[src/design/firlt_pkg.sv]
// Package for the loadable-tap FIR filter: sizes, control structs and the state encoding.
// It has no dependencies. The cell, the MAC and the top-level files import it.
`timescale 1ns / 1ps

package firlt_pkg;

    localparam int MAX_TAPS    = 64;
    localparam int CFG_W       = 7;
    localparam int TAP_IDX_W   = 6;
    localparam int COEF_W      = 18;
    localparam int SAMPLE_W    = 16;
    localparam int OUT_W       = 16;
    localparam int PROD_W      = COEF_W + SAMPLE_W;
    localparam int ACC_W       = PROD_W + $clog2(MAX_TAPS);
    localparam int CNT_W       = $clog2(MAX_TAPS);
    localparam int TAP_CNT_W   = $clog2(MAX_TAPS + 1);
    localparam int CMP_W       = (TAP_CNT_W > CFG_W) ? TAP_CNT_W : CFG_W;
    localparam int ROUND_SHIFT = 15;
    localparam int OUT_MAX     = (1 << (OUT_W - 1)) - 1;
    localparam int OUT_MIN     = -(1 << (OUT_W - 1));
    localparam int CFG_RESET   = 64;

    typedef struct packed {
        logic shift;   // Move every sample one cell toward the tail and take a new one.
        logic rotate;  // Move samples and taps one cell toward the head, wrapping around.
        logic clear;   // Zero the whole history.
    } cell_ctrl_t;

    typedef struct packed {
        logic clear;   // Zero the accumulator and drop any product in flight.
        logic prod_en; // The product being formed belongs to the sum.
    } mac_ctrl_t;

    typedef enum logic [3:0] {
        S_IDLE  = 4'b0001,
        S_RUN   = 4'b0010,
        S_FLUSH = 4'b0100,
        S_DONE  = 4'b1000
    } state_t;

    // Number of taps actually summed: zero counts as one, and the value is capped
    // at the table depth.
    function automatic logic [TAP_CNT_W-1:0] taps_used(input logic [CFG_W-1:0] cfg);
        logic [CMP_W-1:0] cfg_ext;
        cfg_ext = CMP_W'(cfg);
        if (cfg_ext == '0)
            return TAP_CNT_W'(1);
        else if (cfg_ext > CMP_W'(MAX_TAPS))
            return TAP_CNT_W'(MAX_TAPS);
        else
            return TAP_CNT_W'(cfg_ext);
    endfunction

endpackage

[src/design/firlt_cell.sv]
// One cell of the filter chain: it holds one history sample and one coefficient.
// Depends on firlt_pkg for widths and the cell control struct.
`timescale 1ns / 1ps

module firlt_cell
    import firlt_pkg::*;
(
    input  logic                       clk,
    input  logic                       rst_n,
    input  cell_ctrl_t                 ctrl,
    input  logic                       tap_we,
    input  logic signed [COEF_W-1:0]   tap_wdata,
    input  logic signed [SAMPLE_W-1:0] prev_sample,
    input  logic signed [SAMPLE_W-1:0] next_sample,
    input  logic signed [COEF_W-1:0]   next_tap,
    output logic signed [SAMPLE_W-1:0] sample_q,
    output logic signed [COEF_W-1:0]   tap_q
);

    logic signed [SAMPLE_W-1:0] sample_reg;
    logic signed [SAMPLE_W-1:0] sample_next;
    logic signed [COEF_W-1:0]   tap_reg;
    logic signed [COEF_W-1:0]   tap_next;

    always_comb
    begin
        sample_next = sample_reg;
        if (ctrl.clear)
            sample_next = '0;
        else if (ctrl.shift)
            sample_next = prev_sample;
        else if (ctrl.rotate)
            sample_next = next_sample;
    end

    always_comb
    begin
        tap_next = tap_reg;
        if (tap_we)
            tap_next = tap_wdata;
        else if (ctrl.rotate)
            tap_next = next_tap;
    end

    always_ff @(posedge clk or negedge rst_n)
    begin
        if (!rst_n)
            sample_reg <= '0;
        else
            sample_reg <= sample_next;
    end

    always_ff @(posedge clk)
    begin
        tap_reg <= tap_next;
    end

    assign sample_q = sample_reg;
    assign tap_q    = tap_reg;

endmodule

[src/design/firlt_mac.sv]
// Shared multiply-accumulate with rounding and saturation of the finished sum.
// Depends on firlt_pkg for widths and the MAC control struct.
`timescale 1ns / 1ps

module firlt_mac
    import firlt_pkg::*;
(
    input  logic                       clk,
    input  logic                       rst_n,
    input  mac_ctrl_t                  ctrl,
    input  logic signed [SAMPLE_W-1:0] sample,
    input  logic signed [COEF_W-1:0]   tap,
    output logic signed [OUT_W-1:0]    filtered,
    output logic                       saturated
);

    localparam int Y_W = ACC_W + 1 - ROUND_SHIFT;
    localparam logic signed [Y_W-1:0] Y_MAX = Y_W'(OUT_MAX);
    localparam logic signed [Y_W-1:0] Y_MIN = Y_W'(OUT_MIN);
    localparam logic signed [ACC_W:0] BIAS  = (ACC_W + 1)'(1 << (ROUND_SHIFT - 1));

    logic signed [PROD_W-1:0] prod_reg;
    logic signed [PROD_W-1:0] prod_next;
    logic                     pvalid_reg;
    logic signed [ACC_W-1:0]  acc_reg;
    logic signed [ACC_W-1:0]  acc_next;
    logic signed [ACC_W:0]    biased;
    logic signed [Y_W-1:0]    y;

    assign prod_next = sample * tap;

    always_comb
    begin
        acc_next = acc_reg;
        if (ctrl.clear)
            acc_next = '0;
        else if (pvalid_reg)
            acc_next = acc_reg + ACC_W'(prod_reg);
    end

    always_ff @(posedge clk or negedge rst_n)
    begin
        if (!rst_n)
        begin
            pvalid_reg <= 1'b0;
            acc_reg    <= '0;
        end
        else
        begin
            pvalid_reg <= ctrl.prod_en && !ctrl.clear;
            acc_reg    <= acc_next;
        end
    end

    always_ff @(posedge clk)
    begin
        prod_reg <= prod_next;
    end

    // Round half up, then floor by an arithmetic shift.
    assign biased = $signed({acc_reg[ACC_W-1], acc_reg}) + BIAS;
    assign y      = biased[ACC_W:ROUND_SHIFT];

    always_comb
    begin
        if (y > Y_MAX)
        begin
            filtered  = OUT_W'(OUT_MAX);
            saturated = 1'b1;
        end
        else if (y < Y_MIN)
        begin
            filtered  = OUT_W'(OUT_MIN);
            saturated = 1'b1;
        end
        else
        begin
            filtered  = y[OUT_W-1:0];
            saturated = 1'b0;
        end
    end

endmodule

[src/design/fir_filter_loadable_taps_unit.sv]
// Top level of the loadable-tap FIR filter: control sequencer, cell chain and output register.
// Depends on firlt_pkg, firlt_cell and firlt_mac.
`timescale 1ns / 1ps

// A mode-0 transaction writes one Q3.15 coefficient into its cell.
// A mode-1 transaction shifts a Q1.15 sample into the history.
// Until the current signal has seen more samples than the active tap count, no result
// is produced and the next transaction is accepted in the following cycle.
// After that, each sample passes through S_RUN, S_FLUSH and S_DONE, with in_stall high,
// and S_DONE waits for the output register to free up. S_RUN rotates the history and
// tap rings once around the cell chain past the single shared multiply-accumulate,
// S_FLUSH lets the last registered product into the sum, and S_DONE rounds and loads the
// output. taps_in_use may be written whenever the filter is idle, and the new value
// applies from the next sample. The history is cleared after a sample flagged as
// last_sample. There is no clearing pass after reset.
module fir_filter_loadable_taps_unit
    import firlt_pkg::*;
(
    input  logic                       clk,
    input  logic                       rst_n,
    input  logic                       cfg_we,
    input  logic [CFG_W-1:0]           cfg_data,
    input  logic                       in_valid,
    output logic                       in_stall,
    input  logic                       mode,
    input  logic [TAP_IDX_W-1:0]       tap_index,
    input  logic signed [COEF_W-1:0]   coefficient,
    input  logic signed [SAMPLE_W-1:0] sample,
    input  logic                       last_sample,
    output logic                       out_valid,
    input  logic                       out_stall,
    output logic signed [OUT_W-1:0]    filtered,
    output logic                       saturated
);

    state_t                  state_reg;
    state_t                  state_next;
    logic [CFG_W-1:0]        taps_in_use_reg;
    logic [TAP_CNT_W-1:0]    warm_reg;
    logic [TAP_CNT_W-1:0]    warm_next;
    logic [CNT_W-1:0]        cnt_reg;
    logic [CNT_W-1:0]        cnt_next;
    logic                    last_reg;
    logic                    last_next;
    logic                    out_valid_reg;
    logic                    out_valid_next;
    logic signed [OUT_W-1:0] filtered_reg;
    logic                    saturated_reg;

    logic [TAP_CNT_W-1:0]    taps;
    logic                    accept;
    logic                    emit;
    logic                    out_free;
    logic                    out_load;
    cell_ctrl_t              cell_ctrl;
    mac_ctrl_t               mac_ctrl;
    logic [MAX_TAPS-1:0]     tap_we;

    logic signed [SAMPLE_W-1:0] sample_q [MAX_TAPS];
    logic signed [COEF_W-1:0]   tap_q    [MAX_TAPS];
    logic signed [OUT_W-1:0]    mac_filtered;
    logic                       mac_saturated;

    assign taps     = taps_used(taps_in_use_reg);
    assign in_stall = (state_reg != S_IDLE);
    assign accept   = in_valid && !in_stall;
    assign emit     = (warm_reg >= taps);
    assign out_free = !out_valid_reg || !out_stall;
    assign out_load = (state_reg == S_DONE) && out_free;

    always_comb
    begin
        for (int i = 0; i < MAX_TAPS; i++)
            tap_we[i] = accept && !mode && (int'(tap_index) == i);
    end

    always_comb
    begin
        state_next = state_reg;
        cnt_next   = cnt_reg;
        last_next  = last_reg;
        warm_next  = warm_reg;
        cell_ctrl  = '0;
        case (state_reg)
            S_IDLE:
            begin
                cnt_next = '0;
                if (accept && mode)
                begin
                    cell_ctrl.shift = 1'b1;
                    last_next       = last_sample;
                    if (warm_reg < TAP_CNT_W'(MAX_TAPS))
                        warm_next = warm_reg + 1'b1;
                    if (emit)
                        state_next = S_RUN;
                    else if (last_sample)
                    begin
                        // No result is due, so the end of signal takes effect at once.
                        cell_ctrl.clear = 1'b1;
                        warm_next       = '0;
                    end
                end
            end
            S_RUN:
            begin
                cell_ctrl.rotate = 1'b1;
                cnt_next         = cnt_reg + 1'b1;
                if (cnt_reg == CNT_W'(MAX_TAPS - 1))
                begin
                    cnt_next   = '0;
                    state_next = S_FLUSH;
                end
            end
            S_FLUSH:
            begin
                state_next = S_DONE;
            end
            S_DONE:
            begin
                if (out_free)
                begin
                    state_next = S_IDLE;
                    if (last_reg)
                    begin
                        cell_ctrl.clear = 1'b1;
                        warm_next       = '0;
                    end
                end
            end
            default:
            begin
                state_next = S_IDLE;
            end
        endcase
    end

    assign mac_ctrl.clear   = (state_reg == S_IDLE);
    assign mac_ctrl.prod_en = (state_reg == S_RUN) && (TAP_CNT_W'(cnt_reg) < taps);

    always_comb
    begin
        out_valid_next = out_valid_reg;
        if (out_load)
            out_valid_next = 1'b1;
        else if (out_valid_reg && !out_stall)
            out_valid_next = 1'b0;
    end

    always_ff @(posedge clk or negedge rst_n)
    begin
        if (!rst_n)
        begin
            state_reg       <= S_IDLE;
            taps_in_use_reg <= CFG_W'(CFG_RESET);
            warm_reg        <= '0;
            cnt_reg         <= '0;
            last_reg        <= 1'b0;
            out_valid_reg   <= 1'b0;
        end
        else
        begin
            state_reg     <= state_next;
            warm_reg      <= warm_next;
            cnt_reg       <= cnt_next;
            last_reg      <= last_next;
            out_valid_reg <= out_valid_next;
            if (cfg_we)
                taps_in_use_reg <= cfg_data;
        end
    end

    always_ff @(posedge clk)
    begin
        if (out_load)
        begin
            filtered_reg  <= mac_filtered;
            saturated_reg <= mac_saturated;
        end
    end

    // Samples shift toward the tail on a new sample. During a run, samples and taps
    // both rotate toward the head, so cell 0 presents entry k while cnt_reg equals k.
    for (genvar g = 0; g < MAX_TAPS; g++)
    begin : g_cell
        firlt_cell u_cell (
            .clk         (clk),
            .rst_n       (rst_n),
            .ctrl        (cell_ctrl),
            .tap_we      (tap_we[g]),
            .tap_wdata   (coefficient),
            .prev_sample ((g == 0) ? sample : sample_q[(g + MAX_TAPS - 1) % MAX_TAPS]),
            .next_sample (sample_q[(g + 1) % MAX_TAPS]),
            .next_tap    (tap_q[(g + 1) % MAX_TAPS]),
            .sample_q    (sample_q[g]),
            .tap_q       (tap_q[g])
        );
    end

    firlt_mac u_mac (
        .clk       (clk),
        .rst_n     (rst_n),
        .ctrl      (mac_ctrl),
        .sample    (sample_q[0]),
        .tap       (tap_q[0]),
        .filtered  (mac_filtered),
        .saturated (mac_saturated)
    );

    assign out_valid = out_valid_reg;
    assign filtered  = filtered_reg;
    assign saturated = saturated_reg;

    a_out_from_done: assert property (@(posedge clk) disable iff (!rst_n)
        $rose(out_valid_reg) |-> $past(state_reg == S_DONE))
        else $error("result appeared without a finished sum");

    a_warm_bound: assert property (@(posedge clk) disable iff (!rst_n)
        warm_reg <= TAP_CNT_W'(MAX_TAPS))
        else $error("warm-up count beyond table depth");

    a_emit_starts_run: assert property (@(posedge clk) disable iff (!rst_n)
        (accept && mode && emit) |=> (state_reg == S_RUN) && (cnt_reg == '0))
        else $error("sample due a result did not start a run");

    a_full_rotation: assert property (@(posedge clk) disable iff (!rst_n)
        (state_reg == S_RUN && cnt_reg != CNT_W'(MAX_TAPS - 1)) |=> (state_reg == S_RUN))
        else $error("run left before a full rotation");

endmodule
[config.mk]
export PLATFORM = sky130hd
export DESIGN_NAME = fir_filter_loadable_taps_unit
export DESIGN_NICKNAME = d
export VERILOG_FILES = /design/src/design/firlt_pkg.sv /design/src/design/firlt_cell.sv /design/src/design/firlt_mac.sv /design/src/design/fir_filter_loadable_taps_unit.sv
export SDC_FILE = /design/constraint.sdc
export NUM_CORES = 2
export LEC_CHECK = 0
export BUFFER_PORTS_ARGS = -buffer_cell sky130_fd_sc_hd__buf_4
export CORE_AREA = 4 4 460 462
export CTS_BUF_LIST = sky130_fd_sc_hd__clkbuf_8
export DETAILED_ROUTE_END_ITERATION = 12
export DIE_AREA = 0 0 464 466
export GPL_ROUTABILITY_DRIVEN = 0
export PLACE_DENSITY = 0.7
export SLEW_MARGIN = 20
export SYNTH_ARGS = -nofsm -noshare
export SYNTH_HDL_FRONTEND = slang
export SYNTH_SLANG_ARGS = --single-unit
[constraint.sdc]
create_clock -name clk -period 7.37 [get_ports clk]
set_input_delay 1.474 -clock clk [delete_from_list [all_inputs] [get_ports clk]]
set_output_delay 1.474 -clock clk [all_outputs]
set_load 0.02 [all_outputs]
# Yosys cells after proc, flatten, opt, wreduce, memory -nomap -nowiden
# Cells that the tools add are included.
totals:
  regBits: 2294
  inputBits: 54
op_classes:
  add_sub_neg: 4
  multipliers: 1
  magnitude_cmp: 6
  n_eq_ne: 74
  n_mux: 351
  n_reduce_logical: 151
op_table:
  columns: ["cell", "count"]
  rows:
  - ["16-bit 2-to-1 mux", 193]
  - ["18-bit 2-to-1 mux", 128]
  - ["6-bit equality test, second input constant", 33]
  - ["2-bit nonzero test", 68]
  - ["6-bit by 5-bit equality test with 1-bit output, second input constant", 16]
  - ["40-bit 2-to-1 mux", 2]
  - ["1-bit logical AND", 71]
  - ["7-bit 2-to-1 mux", 8]
  - ["6-bit by 4-bit equality test with 1-bit output, second input constant", 8]
  - ["40-bit by 16-bit adder with 41-bit output, second input constant", 1]
  - ["40-bit by 34-bit adder with 40-bit output", 1]
  - ["16-bit by 18-bit multiplier with 34-bit output", 1]
  - ["26-bit by 16-bit > comparator with 1-bit output, second input constant", 1]
  - ["26-bit by 16-bit less-than comparator with 1-bit output, second input constant", 1]
  - ["6-bit by 3-bit equality test with 1-bit output, second input constant", 4]
  - ["4-bit 2-to-1 mux", 4]
  - ["4-bit case mux with 4 select lines", 1]
  - ["7-bit case mux with 2 select lines", 1]
  - ["6-bit by 2-bit equality test with 1-bit output, second input constant", 2]
  - ["6-bit case mux with 2 select lines", 1]
  - ["1-bit 2-to-1 mux", 11]
  - ["2-bit inequality test, second input constant", 5]
  - ["4-bit AND reduction", 2]
  - ["7-bit by 1-bit adder with 7-bit output, second input constant", 1]
  - ["other kinds (19)", 23]

# Logic depth before layout (Yosys ltp)
depth:
  depth_word: 8
  depth_mapped: 24
  ltp_nobuf: 22

# Modules after synthesis
# Synthesis repeated with hierarchy kept, for this count alone.
hier_totals:
  cells_unflattened: 9080
  area_unflattened_um2: 124301.7
modules_own_cells:
  columns: ["module", "instances", "cells_per_inst", "area_per_inst_um2", "seq_area_each_um2"]
  rows:
  - ["firlt_cell", 64, 110, 1654.1, 940.9]
  - ["firlt_mac", 1, 1753, 15788.9, 1706.6]
  - ["fir_filter_loadable_taps_unit", 1, 287, 2651.3, 1163.6]

# Least setup slack after synthesis
# No wires, ideal clock.
synth_path:
  path_type: "register to register"
  start: "register g_cell[0].u_cell.sample_reg[7]"
  end: "register u_mac.prod_reg[32]"
  setup_time_ns: 0.131
  t_arrival_ns: 6.132
  required_time_ns: 7.239
  path_slack_ns: 1.107
  path_stages_with_launch: 25
  path_cell_list: "dfrtp_1 > clkbuf_1 > clkbuf_1 > nand2_1 > fa_1 > inv_1 > fa_1 > inv_1 > fa_1 > inv_1 > fa_1 > fa_1 > inv_1 > fa_1 > inv_1 > ha_1 > a21oi_1 > o21ai_0 > a31oi_1 > o21ai_0 > a31o_2 > a221o_2 > a2111oi_4 > o31ai_1 > xor2_1"
synth_between:
  elab_chain_cells: 1
synth_lines:
  columns: ["element", "line_no", "rtl"]
  rows:
  - ["from (decl)", "firlt_cell.sv:20", "logic signed [SAMPLE_W-1:0] sample_reg;"]
  - ["from (signal assigned)", "firlt_cell.sv:50", "sample_reg <= sample_next;"]
  - ["16-bit by 18-bit multiplier with 34-bit output", "firlt_mac.sv:30", "assign prod_next = sample * tap;"]
  - ["via u_mac.prod_next[32]", "firlt_mac.sv:23", "logic signed [PROD_W-1:0] prod_next;"]
  - ["to (signal assigned)", "firlt_mac.sv:57", "prod_reg <= prod_next;"]
  - ["to (decl)", "firlt_mac.sv:22", "logic signed [PROD_W-1:0] prod_reg;"]
# The timed path passes the listed nets, and every way through them passes these cells.
# A chain may end at the register's enable or synchronous reset.

# Worst setup path after layout
layout_path:
  start: "register g_cell[0].u_cell.tap_reg[7]"
  end: "register u_mac.prod_reg[31]"
layout_between:
  elab_chain_cells: 1
layout_lines:
  columns: ["element", "line_no", "rtl"]
  rows:
  - ["from (decl)", "firlt_cell.sv:22", "logic signed [COEF_W-1:0] tap_reg;"]
  - ["from (signal assigned)", "firlt_cell.sv:55", "tap_reg <= tap_next;"]
  - ["16-bit by 18-bit multiplier with 34-bit output", "firlt_mac.sv:30", null]
  - ["via u_mac.prod_next[31]", "firlt_mac.sv:23", null]
# The timed path passes the listed nets, and every way through them passes these cells.

==> qor.csv <==
stage;metric;value;unit
run_status;outcome;finished, final reports clean;
route;wire per inst;19.4;um
setup_path;CP max-delay cell;edfxtp_1;
clock_tree;clock-pin slew on the worst setup and hold paths;0.07;ns
route;Antenna Nets Post-Route;0;
clock_tree;H-tree Lvls;5;
grt;total gr overflow;0;
clock_tree;postcts setup bufs;0;
synth;Synth area leaders;edfxtp_1 (31%), dfrtp_1 (24%), mux2_2 (11%);
timing;Slew headroom;23.9;%
final_layout;fillers;16200;
route;vias after detailed routing;68400;
grt;largest net degree at the start of global routing;251;
route;DRC violations left;0;
clock_tree;clk buf depth;4;
final_layout;layout cell share with drive strength beyond 1;20.6;%
route;initial drt markers;5002;
synth;EDFF count, synth;1169;
synth;ys flop type;edfxtp_1;
setup_path;cell family with most CP delay;adder cells;
synth;Synth Instances;9074;
floorplan;Boundary Pins;73;
grt;initial antenna violation count;10;
clock_tree;CTS tree;built;
setup_path;Worst path max stage delay;0.85;ns
synth;post-synthesis sequential area ratio;55.5;%
power_and_ir_drop;Comb power frac;17.2;%
final_layout;Final #Nets;9475;
clock_tree;Root Buffer;clkbuf_8;
job;Max Cap Viol;0;
placed_design;Placement Cell Area;116000;um2
floorplan;DIE AREA;216000;um2
setup_path;WS Path Type;reg -> reg;
floorplan;Initial Utilization;54.9;%
synth;mapped cell area;114000;um2
clock_tree;CTS Buf Count;389;
placed_design;placed cell count;11400;
route;DR vias/cell;5.67;
setup_path;crit-path cells;nand2_1 -> fa_1 -> inv_1 -> fa_1 -> inv_1 -> fa_1 -> inv_1 -> fa_1 -> fa_1 -> inv_1 -> fa_1 -> inv_1 -> ha_1 -> a21o_1 -> a21oi_1 -> o21ai_0 -> a221oi_1 -> buf_4 -> nor4b_1 -> o21ai_0 -> o21bai_1 -> a21oi_1 -> xnor2_1;
synth;Synthesized Nets;9559;
final_layout;Area Growth Syn to Fin;8.47;%
synth;Synth area leader;edfxtp_1;
synth;area share of the largest cell type after synthesis;30.9;%
route;First-pass DRT Iterations;6;
final_layout;Design Area, Final;123000;um2
synth;ys async rst share;47.6;%
grt;vias in the first global route;70900;
setup_path;CP endpoint kind;flop;
clock_tree;CTS resizes;0;
power_and_ir_drop;Int Power;21.3;mW
setup_path;worst path arrival time;7.68;ns
floorplan;row count;167;
final_layout;number of flip-flops in the largest register;1152;
synth;Unique masters post-synth;87;
power_and_ir_drop;Peak VDD IR;0.000232;V
timing;Slew @ Worst Pin;1.13;ns
power_and_ir_drop;Switching Fraction;28.1;%
power_and_ir_drop;P_sw;8.31;mW
timing;Hold Vio Cnt, Final;0;
grt;first-pass GRT wire length;386000;um
floorplan;area of the core;207000;um2
floorplan;chip width;464;um
setup_path;CP Launch Type;flop;
placed_design;detailed placement HPWL;143000;um
floorplan;Die Ht;466;um
synth;number of synthesized register bits;2294;
final_layout;Finished Layout Cells;12100;
min_path;min-delay worst type;reg -> reg;
setup_path;reg2reg setup slack;0.67;ns
timing;unrepaired setup endpoints after global routing;false;
power_and_ir_drop;Reg power frac;47.0;%
setup_path;most used cell, CP;fa_1;
placed_design;port bufs;72;
timing;Slew Limit Fails;0;
power_and_ir_drop;Clk pwr share;35.8;%
setup_path;Crit path buffers/inverters;6;
setup_path;Critical Path RT;8.35;ns
power_and_ir_drop;LEAKAGE;49.0;nW
clock_tree;clock sinks;2294;
final_layout;final core area utilization;59.5;%
synth;Post-Syn Area per Cell;12.5;um2
timing;Peak Freq;149;MHz
clock_tree;hold buffers post-CTS;0;
timing;final worst path period share;90.9;%
setup_path;Max FO, Critical Path;17;
clock_tree;worst skew pair latency;1.09;ns
power_and_ir_drop;P per Cell Area;240;nW/um2
timing;TNS Setup;0;ns
synth;Yosys Warn Count;0;
route;WL final;234000;um
timing;Setup Skew;0.0836;ns
timing;fin crit period;6.70;ns
grt;Global Route Usage Sum;21.7;%
timing;Setup-failing EPs final;0;
==> worst paths after layout <==
kind,startpoint,to,depth (start not counted)
hold / removal,g_cell[63].u_cell.sample_q[6],g_cell[63].u_cell.sample_q[6],2
hold reg to reg,g_cell[63].u_cell.sample_q[6],g_cell[63].u_cell.sample_q[6],2
min in group asynchronous,rst_n,g_cell[33].u_cell.sample_q[8],1
max in group asynchronous,rst_n,u_mac.acc_reg[28],2
setup reg to reg,g_cell[0].u_cell.tap_q[7],u_mac.prod_reg[31],23
setup / recovery,g_cell[0].u_cell.tap_q[7],u_mac.prod_reg[31],23
==> layer usage <==
metal | track usage (%) | vias to the layer above | share of wire (%)
met5 | 0 | - | 0.0090
met4 | 8.34 | 4 | 3.5
met3 | 3.76 | 491 | 4.9
met2 | 35.3 | 1582 | 48
met1 | 29.4 | 34500 | 44
li1 | - | 31800 | -
==> power groups by stage <==
| stage | Sequential, mW | Clock, mW | Combinational, mW |
|---|---|---|---|
| floorplan | 14.0 | 0 | 3.90 |
| global placement | 14.1 | 0 | 5.02 |
| detailed placement | 14.1 | 0 | 5.11 |
| CTS | 13.9 | 10.9 | 5.15 |
| global route | 13.9 | 11.5 | 5.78 |
| finish | 13.9 | 10.6 | 5.09 |
==> synthesized netlist by cell type, types with 21 or more instances <==
master       n
nand2_1   1272
edfxtp_1  1169
mux2_2    1158
o21ai_0   1092
dfrtp_1   1089
mux2i_1   1052
clkbuf_1   426
inv_1      337
fa_1       291
and2_1     144
ha_1       140
buf_2      126
nor2_1     106
a21oi_1     71
xnor2_1     59
a21o_1      42
buf_1       40
clkbuf_2    36
dfxtp_1     34
nand2b_1    34
xor2_1      32
nand3_1     31
nand2_2     30
nor3_1      21
==> kinds of logic (layout without fill, tap and decap cells) <==
kind of cell	Yosys count	in the layout	synth area share [%]
buffers and inverters	983	1189	3.48
AOI/OAI and AO/OA	1314	1314	6.21
and+or+nand+nor	1748	1748	6.69
muxes	2213	2213	20.8
xor gates and xnor gates	91	91	0.701
DFF	2294	2294	55.5
other	0	9	0
adders and majority gates	431	431	6.67
==> layout make-up <==
| class | instances | area, um2 | share of cell area [%] |
|---|---|---|---|
| Sequential cell | 2294 | 63100 | 51.2 |
| Tap cell | 2788 | 3490 | 2.83 |
| Clock inverter | 234 | 1030 | 0.836 |
| Clock buffer | 447 | 6150 | 4.99 |
| Timing Repair Buffer | 169 | 1530 | 1.24 |
| Antenna cell | 9 | 22.5 | 0.0183 |
| Multi-Input combinational cell | 5797 | 46700 | 37.9 |
| Inverter | 339 | 1270 | 1.03 |
==> placed cells by master (no fill, tap or decap), types with 32 or more instances in the layout <==
cell      Yosys  layout
buf_4        16     148
inv_1       337     484
xnor2_1      59      59
nand2b_1     34      34
edfxtp_1   1169    1169
xor2_1       32      32
nor2_1      106     106
o21ai_0    1092    1077
a21oi_1      71      69
clkbuf_8      0     447
mux2i_1    1052    1052
ha_1        140     140
mux2_2     1158    1158
a21o_1       42      42
nand2_1    1272    1271
fa_1        291     291
dfrtp_1    1089    1088
and2_1      144     144
clkinv_1      1      46
dfxtp_1      34      34
==> per-stage QoR <==
stage / hold WS, ns / setup WS (ns) / total power, mW
5_1_grt: 0.503 / 0.405 / 31.2
2_1_floorplan: 0.449 / 1.11 / 17.9
4_1_cts: 0.454 / 0.755 / 30.0
6_report: 0.482 / 0.672 / 29.6
3_3_place_gp: 0.461 / 0.797 / 19.2
3_5_place_dp: 0.470 / 0.727 / 19.3
==> tightest hold or removal path: cells and delay by family, from the launching register on <==
family / cells / cell delay (ns)
flops: 1 / 0.34
compound gates: 1 / 0.06
simple gates: 1 / 0.04
Note: power is estimated with default switching activity, not from simulation.
